==> config.mk <==
export PLATFORM = sky130hd
export DESIGN_NAME = hjp_walk
export DESIGN_NICKNAME = d
export VERILOG_FILES = /design/src/rtl/hjp_pkg.sv /design/src/rtl/hjp_walk.sv
export SDC_FILE = /design/constraint.sdc
export NUM_CORES = 1
export LEC_CHECK = 0
export ABC_AREA = 1
export BUFFER_PORTS_ARGS = -buffer_cell sky130_fd_sc_hd__clkbuf_2
export CORE_MARGIN = 2
export CORE_UTILIZATION = 45
export DETAILED_ROUTE_END_ITERATION = 7
export PLACE_DENSITY = 0.78
export REMOVE_ABC_BUFFERS = 1
export SETUP_SLACK_MARGIN = 0.2
export SYNTH_ARGS = -nofsm -noshare
export SYNTH_HDL_FRONTEND = slang
export SYNTH_SLANG_ARGS = --single-unit
==> constraint.sdc <==
create_clock -name clk -period 3.6 [get_ports clk]
set_input_delay 0.9 -clock clk [delete_from_list [all_inputs] [get_ports clk]]
set_output_delay 0.9 -clock clk [all_outputs]
set_load 0.01 [all_outputs]
==> src/rtl/hjp_pkg.sv <==
`default_nettype none
// ----------------------------------------------------------------------------
// hjp_pkg
// Shared types and constants for the linear-probing hash join probe block.
// ----------------------------------------------------------------------------
package hjp_pkg;

	localparam int SLOTS       = 4096;
	localparam int SLOT_W      = 12;
	localparam int STEP_W      = SLOT_W + 1;
	localparam int MAX_MATCHES = 64;
	localparam int CNT_W       = 7;
	localparam int HASH_W      = 64;
	localparam int PAGE_W      = 16;
	localparam int OFFS_W      = 16;
	localparam int TAG_W       = 10;
	localparam int LOC_W       = PAGE_W + OFFS_W;
	localparam int PADDR_W     = 2;
	localparam int PDATA_W     = 32;

	localparam logic [SLOT_W-1:0] MASK_RESET = 12'hFFF;

	// Register byte addresses.
	localparam logic [PADDR_W-1:0] ADDR_BUCKET_MASK = '0;

	// Request kinds.
	localparam logic REQ_WRITE = 1'b0;
	localparam logic REQ_PROBE = 1'b1;

	typedef struct packed {
		logic              req_type;
		logic [SLOT_W-1:0] slot_index;
		logic [HASH_W-1:0] hash_value;
		logic [PAGE_W-1:0] page_number;
		logic [OFFS_W-1:0] page_offset;
		logic [TAG_W-1:0]  probe_tag;
	} req_t;

	typedef struct packed {
		logic [TAG_W-1:0]  tag_out;
		logic              hit;
		logic [PAGE_W-1:0] found_page;
		logic [OFFS_W-1:0] found_offset;
		logic [SLOT_W-1:0] found_slot;
		logic              last;
		logic              truncated;
	} rsp_t;

	typedef struct packed {
		logic [PAGE_W-1:0] page;
		logic [OFFS_W-1:0] offset;
	} loc_t;

	// Slot store access issued by the walk controller.
	typedef struct packed {
		logic              we_hash;
		logic              we_loc;
		logic [SLOT_W-1:0] addr;
		logic [HASH_W-1:0] wr_hash;
		loc_t              wr_loc;
	} mem_cmd_t;

	typedef struct packed {
		logic valid;
		rsp_t rsp;
	} emit_t;

	typedef enum logic [1:0] {
		ST_CLEAR,
		ST_IDLE,
		ST_EVAL,
		ST_FLUSH
	} state_t;

endpackage : hjp_pkg
`default_nettype wire

==> src/rtl/hjp_walk.sv <==
`default_nettype none
// ----------------------------------------------------------------------------
// hjp_walk
// Walk controller: clears the location store after reset, applies slot writes,
// walks the probe chain one slot per cycle while the output has room, and emits responses.
// ----------------------------------------------------------------------------
module hjp_walk
	import hjp_pkg::*;
(
	input  wire logic              clk,
	input  wire logic              arst_n,
	input  wire logic              req_valid,
	output logic                   req_stall,
	input  wire req_t              req,
	input  wire logic [SLOT_W-1:0] bucket_mask,
	input  wire logic [HASH_W-1:0] rd_hash,
	input  wire loc_t              rd_loc,
	input  wire logic              out_free,
	output mem_cmd_t               mem,
	output emit_t                  emit
);

	state_t            state_q, state_d;
	logic [SLOT_W-1:0] clr_cnt_q;
	logic [SLOT_W-1:0] pos_q;
	logic [STEP_W-1:0] step_q;
	logic [CNT_W-1:0]  cnt_q;
	logic [HASH_W-1:0] probe_hash_q;
	logic [TAG_W-1:0]  tag_q;
	logic              pend_valid_q;
	loc_t              pend_loc_q;
	logic [SLOT_W-1:0] pend_slot_q;
	logic              trunc_q;

	logic              slot_empty;
	logic              slot_match;
	logic              lap_end;
	logic              limit_hit;
	logic              eval_wait;
	logic              walk_done;
	logic [SLOT_W-1:0] next_pos;
	logic              accept;

	assign accept     = (state_q == ST_IDLE) && req_valid;
	assign slot_empty = (rd_loc.page == '0);
	assign slot_match = !slot_empty && (rd_hash == probe_hash_q);
	assign lap_end    = (step_q == {1'b0, bucket_mask});
	assign limit_hit  = (cnt_q == CNT_W'(MAX_MATCHES - 1));
	assign eval_wait  = slot_match && pend_valid_q && !out_free;
	assign walk_done  = slot_empty || (slot_match && limit_hit) || lap_end;
	assign next_pos   = (pos_q == bucket_mask) ? '0 : pos_q + SLOT_W'(1);

	// Next state.
	always_comb begin
		state_d = state_q;
		unique case (state_q)
			ST_CLEAR: begin
				if (clr_cnt_q == SLOT_W'(SLOTS - 1)) begin
					state_d = ST_IDLE;
				end
			end
			ST_IDLE: begin
				if (req_valid && (req.req_type == REQ_PROBE)) begin
					state_d = ST_EVAL;
				end
			end
			ST_EVAL: begin
				if (!eval_wait && walk_done) begin
					state_d = ST_FLUSH;
				end
			end
			ST_FLUSH: begin
				if (out_free) begin
					state_d = ST_IDLE;
				end
			end
			default: state_d = ST_IDLE;
		endcase
	end

	// Outputs: store accesses, input stall and result emission.
	always_comb begin
		req_stall   = 1'b1;
		mem         = '0;
		mem.addr    = pos_q;
		emit        = '0;
		emit.rsp.tag_out = tag_q;
		unique case (state_q)
			ST_CLEAR: begin
				mem.we_loc = 1'b1;
				mem.addr   = clr_cnt_q;
			end
			ST_IDLE: begin
				req_stall = 1'b0;
				if (req.req_type == REQ_WRITE) begin
					mem.we_hash = req_valid;
					mem.we_loc  = req_valid;
					mem.addr    = req.slot_index;
				end else begin
					mem.addr = req.hash_value[SLOT_W-1:0] & bucket_mask;
				end
				mem.wr_hash       = req.hash_value;
				mem.wr_loc.page   = req.page_number;
				mem.wr_loc.offset = req.page_offset;
			end
			ST_EVAL: begin
				if (!eval_wait && !walk_done) begin
					mem.addr = next_pos;
				end
				// A new match pushes the held one out; it cannot be the last.
				if (slot_match && pend_valid_q && out_free) begin
					emit.valid            = 1'b1;
					emit.rsp.hit          = 1'b1;
					emit.rsp.found_page   = pend_loc_q.page;
					emit.rsp.found_offset = pend_loc_q.offset;
					emit.rsp.found_slot   = pend_slot_q;
				end
			end
			ST_FLUSH: begin
				emit.valid    = out_free;
				emit.rsp.last = 1'b1;
				if (pend_valid_q) begin
					emit.rsp.hit          = 1'b1;
					emit.rsp.found_page   = pend_loc_q.page;
					emit.rsp.found_offset = pend_loc_q.offset;
					emit.rsp.found_slot   = pend_slot_q;
					emit.rsp.truncated    = trunc_q;
				end
			end
			default: req_stall = 1'b1;
		endcase
	end

	always_ff @(posedge clk or negedge arst_n) begin
		if (!arst_n) begin
			state_q      <= ST_CLEAR;
			clr_cnt_q    <= '0;
			pos_q        <= '0;
			step_q       <= '0;
			cnt_q        <= '0;
			pend_valid_q <= 1'b0;
			trunc_q      <= 1'b0;
		end else begin
			state_q <= state_d;
			if (state_q == ST_CLEAR) begin
				clr_cnt_q <= clr_cnt_q + SLOT_W'(1);
			end
			if (accept && (req.req_type == REQ_PROBE)) begin
				pos_q        <= req.hash_value[SLOT_W-1:0] & bucket_mask;
				step_q       <= '0;
				cnt_q        <= '0;
				pend_valid_q <= 1'b0;
				trunc_q      <= 1'b0;
			end
			if ((state_q == ST_EVAL) && !eval_wait) begin
				if (slot_match) begin
					pend_valid_q <= 1'b1;
					cnt_q        <= cnt_q + CNT_W'(1);
					if (limit_hit) begin
						trunc_q <= 1'b1;
					end
				end
				if (!walk_done) begin
					pos_q  <= next_pos;
					step_q <= step_q + STEP_W'(1);
				end
			end
		end
	end

	always_ff @(posedge clk) begin
		if (accept) begin
			probe_hash_q <= req.hash_value;
			tag_q        <= req.probe_tag;
		end
		if ((state_q == ST_EVAL) && !eval_wait && slot_match) begin
			pend_loc_q  <= rd_loc;
			pend_slot_q <= pos_q;
		end
	end

endmodule : hjp_walk
`default_nettype wire
## Word level (Yosys, flattened, before mapping)

Index checks and enable logic that the tools add are counted.

| cells by class | value |
|---|---|
| multiplexer cells | 37 |
| add/sub/neg operators | 4 |
| bitwise operators | 1 |
| equality and inequality tests | 12 |
| reductions and logical operators | 21 |

Operators by type and width:

| kind | number |
|---|---|
| $mux W96 | 1 |
| $mux W45 | 2 |
| $pmux W45 S2 | 1 |
| $mux W12 | 6 |
| $eq A64 B64 Y1 | 1 |
| $mux W13 | 3 |
| $pmux W12 S3 | 1 |
| $add A12 B1 Y12 const B | 2 |
| $mux W7 | 3 |
| $logic_not A16 Y1 | 1 |
| $add A13 B1 Y13 const B | 1 |
| $eq A13 B12 Y1 | 1 |
| $and A12 B12 Y12 | 1 |
| $eq A12 B12 Y1 | 1 |
| $eq A12 B12 Y1 const B | 1 |
| $logic_and A1 B1 Y1 | 12 |
| $mux W2 | 6 |
| $mux W1 | 11 |
| $pmux W2 S4 | 1 |
| $add A7 B1 Y7 const B | 1 |
| $eq A7 B6 Y1 const B | 1 |
| $ne A2 B2 Y1 const B | 3 |
| $eq A2 B2 Y1 const B | 2 |
| $logic_not A1 Y1 | 4 |
| 6 further kinds | 8 |

| storage, ports and cells | value |
|---|---|
| input bits | 231 |
| word-level logic and storage cells | 87 |
| output and inout port bits | 169 |
| flip-flop bits (word level) | 166 |

## Longest topological paths before layout

Gate-level depths: netlist of the first run.

| depth | value |
|---|---|
| depth in word-level cells | 10 |
| mapped depth | 18 |
| depth with buffers taken out | 17 |

## Least setup slack after synthesis of the first run

OpenSTA, ideal clock, no wires.

| timing | value |
|---|---|
| kind | input to register |
| start | in req_valid |
| end | reg probe_hash_q[0], enable pin |
| slack | -0.160 ns |
| data arrival time | 3.293 ns |
| required time | 3.133 ns |
| setup time | 0.467 ns |
| buffers on the path | 1 |
| cell stages on the path | 3 |
| cell sequence | nand2_1 > inv_1 > clkbuf_1 |

| on the way | value |
|---|---|
| cells in the longest elaborated chain, start to end | 1 |

RTL lines:

| what | RTL line | source |
|---|---|---|
| from (decl) | hjp_walk.sv:12 | `input wire logic req_valid,` |
| $logic_and A1 B1 Y1 | hjp_walk.sv:44 | `assign accept = (state_q == ST_IDLE) && req_valid;` |
| net accept | hjp_walk.sv:42 | `logic accept;` |
| to (signal assigned) | hjp_walk.sv:173 | `probe_hash_q <= req.hash_value;` |
| to (decl) | hjp_walk.sv:28 | `logic [HASH_W-1:0] probe_hash_q;` |

The timed path passes the listed nets, and every way through them passes these cells.
A chain may end at the register's enable or synchronous reset.

==> Flow_metrics.wiki, run 1 <==
{| class="wikitable"
! Metric !! Value
|-
| Floorplan core area || 22,500 sq um
|-
| R2r endpoint || pend_loc_q[30]$_DFFE_PP_
|-
| Launching point of the worst reg2reg path || probe_hash_q[22]$_DFFE_PP_
|-
| Clock network latency to the later pin of the worst-skew pair || 440 ps
|-
| Vias per std cell || 5.11
|-
| Wire length of the first global-routing pass || 53,000 um
|-
| Slew margin rel. || 53.2%
|-
| Post-Synthesis Cell Area || 10,200 sq um
|-
| Standard cell area after detailed placement || 12,800 sq um
|-
| Maximum count of clock buffers along a single path || 2
|-
| Max-cap violations || 0
|-
| Share of layout cells above drive strength 1 || approximately a third
|-
| Total grt overflow || 0
|-
| Transition time of the tightest slew-check pin || 701 ps
|-
| Most frequent cells in the layout || sky130_fd_sc_hd__nand2_1 (396), sky130_fd_sc_hd__clkbuf_2 (382), sky130_fd_sc_hd__inv_1 (235), sky130_fd_sc_hd__edfxtp_1 (118), sky130_fd_sc_hd__nor2_1 (82)
|-
| Avg WL per Cell || between 15 and 20 um
|-
| Weighted congestion at the end of routability-driven global placement || 0.937
|-
| Worst R2R Path Depth || 16
|-
| Pwr Density || 583 nW/um^2
|-
| Root cell of the clock tree || sky130_fd_sc_hd__clkbuf_16
|-
| Length of the first detailed-routing pass in iterations || 5
|-
| CTS clk-pin slew, worst paths || 80 ps
|-
| Synthesized-area fraction occupied by xor and xnor cells || 6.16%
|-
| Initial core utilization || 45.4%
|-
| Result of the run || complete, but fails checks
|-
| Clock period minus worst slack || 3730 ps
|-
| Terminating pin of the worst hold path || clr_cnt_q[9]$_DFFE_PN0P_
|-
| Most used cell along the critical path || sky130_fd_sc_hd__nand2_1
|-
| Number of distinct standard cells referenced by the synthesized netlist || 41
|-
| IO buf count || 399
|-
| Combinational family with the most area after synthesis || simple AND/OR/NAND/NOR gates
|-
| Data required time at the worst endpoint || 2700 ps
|-
| Hold buffers post-CTS || 0
|-
| Total global-route track usage || between 20 and 30%
|-
| Layout overhead on the synthesized area || 38.0%
|-
| Remaining design rule violation count || 0
|-
| I/O pin count || 400
|-
| Worst hold path cell count || 1
|-
| Fin. Hold Viols || 0
|-
| Longest individual stage delay on the worst path || 200 ps
|-
| Multiplexer fraction of the synthesized cell area || 0%
|-
| Post-DRT Antenna Nets || 0
|-
| Critical path, cell by cell || clkbuf_2 > inv_1 > nand2_1 > nand2_2 > nor2_2 > buf_6 > nand2_1 > nor2_2 > nand2_4 > nor2_4 > nand4_1 > nand3_4 > nor2_4 > clkbuf_16 > nand2_4 > nand2_1 > nand2_1 > nand2_2 > buf_6
|-
| Post-synthesis share of cell area spent on and, or, nand and nor gates || 26.4%
|-
| Top fanout value on the critical path || 5
|-
| CTS HTree Levels || 4
|-
| Worst hold path type || register to register
|-
| Max Transition Viols Final || 0
|-
| Setup Viol. Count Final || 14
|-
| Max rail drop VDD || 0.303 mV
|-
| Setup slack after layout || -126 ps
|-
| Sum Neg Setup Slack || -963 ps
|-
| Die footprint || 23,900 sq um
|-
| Total Routed Length || 35,800 um
|-
| Final clock period utilization by the worst path || 103%
|-
| Seq cells post-synth || 166
|-
| Endpoint arrival time on the critical path || 2830 ps
|-
| Number of buffers inserted during clock tree synthesis || 17
|-
| Horizontal extent of the die || between 150 and 200 um
|-
| Peak Freq || 268 MHz
|-
| RSZ-0062 raised after global routing || true
|-
| DRC violation total after the first TritonRoute iteration || ~860
|-
| Static leakage power || ~7.6 nW
|-
| Warnings, synthesis || 0
|-
| HPWL after detailed placement || 26,900 um
|-
| Per-instance average area after synthesis || 7.60 sq um
|-
| Minimum setup slack after placement || -315 ps
|-
| Synth Area in Compound Gates || 9.17%
|-
| Setup slack on the worst flop-to-flop path || 830 ps
|-
| Vias post-DR || 10,600
|-
| Final net count || a little over 2,000
|-
| Crit Path Category || input pin to output pin
|-
| Layout filler cell count || 1,968
|-
| Cell area after layout || 14,100 sq um
|-
| Vias in the first global route || 9,882
|-
| WP buf/inv || 5
|-
| Startpoint types || input pin
|-
| Violations in the final reports || setup timing
|-
| Number of placement rows || 55
|-
| Adder-cell area share of the yosys netlist || ~1.1%
|-
| WHS || just under 500 ps
|-
| Commonest non-fill, non-tap cell in the layout || sky130_fd_sc_hd__nand2_1
|-
| Vertical die dimension || 155 um
|-
| Layout Skew || 15.0 ps
|-
| Number of clock sinks || 166
|-
| Gate Count Post-Synth || 1,346
|-
| Clock tree from TritonCTS || yes
|-
| Initial antenna violation count || 2
|-
| Largest net degree at the start of global routing || 87
|-
| Overall Power || 8.23 mW
|-
| Worst Min Path Start || clr_cnt_q[9]$_DFFE_PN0P_
|-
| Critical path capture point type || output pin
|-
| Cell with the largest stage delay on the worst path || sky130_fd_sc_hd__nand4_1
|-
| Top Family by Delay on Critical Path || simple AND/OR/NAND/NOR gates
|-
| Sequential fraction of the synthesis area || 46.4%
|}
[stage by stage]
| stage | instances | util, % |
|---|---|---|
| 2_1_floorplan | 1303 | - |
| 3_3_place_gp | 2032 | 56.9 |
| 3_5_place_dp | 2032 | 56.9 |
| 4_1_cts | 2069 | 60.2 |
| 5_1_grt | 2082 | 62.7 |
| 6_report | 2084 | 62.7 |
[worst register-to-register path: cells and delay by family, from the launching register on]
family	cells	cell delay (ps)
flops	1	470
buf+inv	6	700
xor+xnor	1	240
simple gates	9	1020
[what timing repair did]
action,4_1_cts,5_1_grt
cloned,1,2
buffers inserted,4,11
endpoints found under the setup margin,58,58
pin swaps,14,57
resized for setup,28,135
endpoints found under the hold margin,0,0
[synth_stat cells (all sizes together)]
cell type    n  area [sq um]
nor4         2          12.5
a21boi      44           330
a221oi       1          8.76
edfxtp     118          3540
dfrtp       48          1200
a211oi      10          75.1
xnor2       40           358
ha           9           113
xor2        31           272
nand4       16           106
clkbuf      32           121
inv        243           912
nor2       106           415
nand2      444          1690
nand3b       5          37.5
nand3       49           250
o211ai       1          7.51
o21ai       82           410
a21oi       16          80.1
and2         3          18.8
nor3b        3          22.5
or2          6          37.5
o22ai        4          25.0
nor3        22           110
buf         11          67.6
[final cells by class]
cell class,count,area (sq um),share of cell area (%)
clock inverter,15,163,1.15
clock buffer,17,425,3.01
multi-input combinational,895,4820,34.2
antenna,2,5.00,0.0355
sequential,166,4740,33.6
timing repair buffer,461,2680,19.0
inverter,243,913,6.47
tap,285,357,2.53
[report_power, final]
group          internal [mW]  switching [mW]
registers               2.40           0.329
clock network          0.932           0.906
logic                   1.39            2.27
[registers in the layout (all words and copies together) (netlist names)]
register / count
probe_hash_q: 64
clr_cnt_q: 12
pend_valid_q: 1
pend_slot_q: 12
cnt_q: 7
state_q: 2
tag_q: 10
pos_q: 12
pend_loc_q: 32
trunc_q: 1
step_q: 13
[how the worst max path moves through the flow]
stage	start	endpoint	slack, ps	depth (start not counted)
after global routing	rd_hash[20]	mem[102]	-200	18
after detailed placement	rd_loc[19]	mem[96]	-310	15
after global placement	rd_loc[19]	mem[96]	-250	15
after floorplan	state_q[1]$_DFFE_PN0P_	pos_q[0]$_DFF_PN0_	-1150	7
after CTS	rd_hash[22]	mem[100]	-140	18
final	rd_hash[17]	mem[100]	-130	19
[cells by family (layout without fill, tap and decap cells)]
logic type | after synthesis | in the layout
other cells | 0 | 2
compound gates | 158 | 158
buf+inv | 286 | 736
simple gates | 656 | 657
flops | 166 | 166
xor+xnor | 71 | 71
fa+ha+maj | 9 | 9
[metal layers]
layer / track usage, % / vias to the layer above / part of all wire [%]
li1: - / 5105 / -
met1: 38.1 / 4959 / 42
met2: 47.5 / 504 / 47
met3: 6.25 / 81 / 8.4
met4: 8.38 / 0 / 2.9
met5: 0 / - / 0
No activity file was read; power rests on OpenSTA's default activity.
==> inputs of run 2 (changes only) <==
==> constraint.sdc (replaced) <==
create_clock -name clk -period 3.6 [get_ports clk]
set_input_delay 0.36 -clock clk [delete_from_list [all_inputs] [get_ports clk]]
set_output_delay 0.36 -clock clk [all_outputs]
set_load 0.01 [all_outputs]
==> Flow_metrics.wiki, run 2 (synthesis gave the netlist of run 1 again) <==
{| class="wikitable"
! Metric !! Value
|-
| Most frequent cells in the layout || sky130_fd_sc_hd__nand2_1 (436), sky130_fd_sc_hd__clkbuf_2 (399), sky130_fd_sc_hd__inv_1 (238), sky130_fd_sc_hd__edfxtp_1 (118), sky130_fd_sc_hd__nor2_1 (100) (was sky130_fd_sc_hd__nand2_1 (396), sky130_fd_sc_hd__clkbuf_2 (382), sky130_fd_sc_hd__inv_1 (235), sky130_fd_sc_hd__edfxtp_1 (118), sky130_fd_sc_hd__nor2_1 (82))
|-
| Initial antenna violation count || 7 (was 2)
|-
| DRC violation total after the first TritonRoute iteration || 838 (was 858)
|-
| Total grt overflow || 0 (unchanged)
|-
| Largest net degree at the start of global routing || 79 (was 87)
|-
| Max rail drop VDD || 0.374 mV (was 0.303 mV)
|-
| Critical path capture point type || output pin (unchanged)
|-
| Vertical die dimension || 155 um (unchanged)
|-
| Final net count || 1,973 (was 2,024)
|-
| Launching point of the worst reg2reg path || probe_hash_q[21]$_DFFE_PP_ (was probe_hash_q[22]$_DFFE_PP_)
|-
| Endpoint arrival time on the critical path || 2910 ps (was 2830 ps)
|-
| Floorplan core area || 22,500 sq um (unchanged)
|-
| Clock period minus worst slack || 3270 ps (was 3730 ps)
|-
| Maximum count of clock buffers along a single path || 2 (unchanged)
|-
| Pwr Density || 587 nW/um^2 (was 583 nW/um^2)
|-
| WHS || 91.6 ps (was 493 ps)
|-
| Share of layout cells above drive strength 1 || 26.8% (was 33.6%)
|-
| Weighted congestion at the end of routability-driven global placement || 0.906 (was 0.937)
|-
| Number of placement rows || 55 (unchanged)
|-
| Layout Skew || 20.3 ps (was 15.0 ps)
|-
| Slew margin rel. || 50.7% (was 53.2%)
|-
| Crit Path Category || register to output pin (was input pin to output pin)
|-
| CTS clk-pin slew, worst paths || 80 ps (about the same)
|-
| Largest Register || probe_hash_q (unchanged)
|-
| Post-DRT Antenna Nets || 0 (unchanged)
|-
| HPWL after detailed placement || 26,300 um (was 26,900 um)
|-
| Transition time of the tightest slew-check pin || 740 ps (was 701 ps)
|-
| Layout filler cell count || 2,114 (was 1,968)
|-
| Worst hold path type || input pin to register (was register to register)
|-
| Max Transition Viols Final || 0 (unchanged)
|-
| Number of buffers inserted during clock tree synthesis || 17 (unchanged)
|-
| IO buf count || 399 (unchanged)
|-
| Initial core utilization || 45.4% (unchanged)
|-
| Setup slack on the worst flop-to-flop path || 460 ps (was 830 ps)
|-
| Worst hold path cell count || 1 (unchanged)
|-
| Root cell of the clock tree || sky130_fd_sc_hd__clkbuf_16 (unchanged)
|-
| Final clock period utilization by the worst path || 91.0% (was 103%)
|-
| Commonest non-fill, non-tap cell in the layout || sky130_fd_sc_hd__nand2_1 (unchanged)
|-
| Result of the run || finished clean (was complete, but fails checks)
|-
| Overall Power || 7.70 mW (was 8.23 mW)
|-
| Wire length of the first global-routing pass || 50,700 um (was 53,000 um)
|-
| Worst Min Path Start || req[3] (was clr_cnt_q[9]$_DFFE_PN0P_)
|-
| CTS HTree Levels || 4 (unchanged)
|-
| Worst R2R Path Depth || 14 (was 16)
|-
| Length of the first detailed-routing pass in iterations || 5 (unchanged)
|-
| Top fanout value on the critical path || 11 (was 5)
|-
| Avg WL per Cell || 16.4 um (was 17.2 um)
|-
| Startpoint types || register (was input pin)
|-
| Peak Freq || 305 MHz (was 268 MHz)
|-
| Clock tree from TritonCTS || yes (unchanged)
|-
| Terminating pin of the worst hold path || tag_q[3]$_DFFE_PP_ (was clr_cnt_q[9]$_DFFE_PN0P_)
|-
| Total global-route track usage || 27.4% (was 28.7%)
|-
| Post-CTS Setup Repair Bufs || 0 (was 4)
|-
| Clock network latency to the later pin of the worst-skew pair || 440 ps (about the same)
|-
| Max-cap violations || 0 (unchanged)
|-
| Largest registers in the final layout || probe_hash_q x64, pend_loc_q x32, step_q x13 (unchanged)
|-
| Die footprint || 23,900 sq um (unchanged)
|-
| Layout overhead on the synthesized area || 28.4% (was 38.0%)
|-
| I/O pin count || 400 (unchanged)
|-
| Remaining design rule violation count || 0 (unchanged)
|-
| Vias per std cell || 5.02 (was 5.11)
|-
| R2r endpoint || pend_loc_q[30]$_DFFE_PP_ (unchanged)
|-
| Crit path from || probe_hash_q[17]$_DFFE_PP_ (was rd_hash[17])
|-
| Fin. Hold Viols || 0 (unchanged)
|-
| RSZ-0062 raised after global routing || true (unchanged)
|-
| Flip-flop count of the largest register after layout || 64 (unchanged)
|-
| Data required time at the worst endpoint || 3240 ps (was 2700 ps)
|-
| Horizontal extent of the die || 155 um (unchanged)
|-
| Static leakage power || 7.10 nW (was 7.59 nW)
|-
| Total Routed Length || 33,300 um (was 35,800 um)
|-
| Vias post-DR || 10,200 (was 10,600)
|-
| Number of clock sinks || 166 (unchanged)
|-
| Setup Viol. Count Final || 0 (was 14)
|-
| Vias in the first global route || 9,518 (was 9,882)
|-
| Final Util || 58.3% (was 62.7%)
|}
[run 2: timing repair]
action,CTS,global route
hold endpoints to repair,23,0
gates resized for setup,2,3
pin swaps,0,1
hold buffers,1,0
setup endpoints to repair,12,10
cloned,0,1
[run 2: metal layers]
layer	routed length [um]	GRT usage [%]	part of all wire, %
met2	15500	44.0	46
met3	2700	6.02	8.1
met5	38	0	0.11
met4	716	7.98	2.1
met1	14400	37.4	43
[run 2: worst max path at each step]
stage | to | slack (ps) | depth (start not counted)
global route | mem[107] | 140 | 16
finish | mem[97] | 330 | 15
global placement | mem[107] | 410 | 16
floorplan | pos_q[0]$_DFF_PN0_ | -1150 | 7
CTS | mem[107] | 330 | 16
detailed placement | mem[107] | 340 | 16
[run 2: layout make-up]
cell class,count,area (sq um),area share (%)
multi-input cells,895,4410,33.6
flip-flops and latches,166,4740,36.1
diodes,1,2.50,0.0191
well taps,285,357,2.72
inverters,243,913,6.96
clock buffers,17,425,3.24
repair buffers,410,2090,16.0
clock inverters,15,180,1.37
[run 2: critical path, cell delays in order, from the launching register on]
cell and delay (ps):
sky130_fd_sc_hd__edfxtp_1 420, sky130_fd_sc_hd__nand2_1 90, sky130_fd_sc_hd__nand2_1 100, sky130_fd_sc_hd__nor2_2 260
sky130_fd_sc_hd__nand2_1 80, sky130_fd_sc_hd__nor2_1 110, sky130_fd_sc_hd__nand2_1 60, sky130_fd_sc_hd__nor2_1 230
sky130_fd_sc_hd__nand4_1 220, sky130_fd_sc_hd__nand3_1 280, sky130_fd_sc_hd__nor2_4 150, sky130_fd_sc_hd__nand2_1 110
sky130_fd_sc_hd__nand2_1 50, sky130_fd_sc_hd__nand2_1 120, sky130_fd_sc_hd__nand2_1 60, sky130_fd_sc_hd__clkbuf_2 120
[run 2: power by group]
group	internal (mW)	switching [mW]
clock	0.941	0.918
combinational	1.10	2.02
sequential	2.40	0.324
[run 2: metrics by stage]
stage               std cells  setup WS [ps]  TNS [ps]  cell area, sq um
finish                   2032            325         0             13100
global route             2031            141         0             13100
CTS                      2030            334         0             13100
detailed placement       1997            343         0             12500
global placement         1997            409         0             12500
floorplan                1303          -1150   -104870             10000
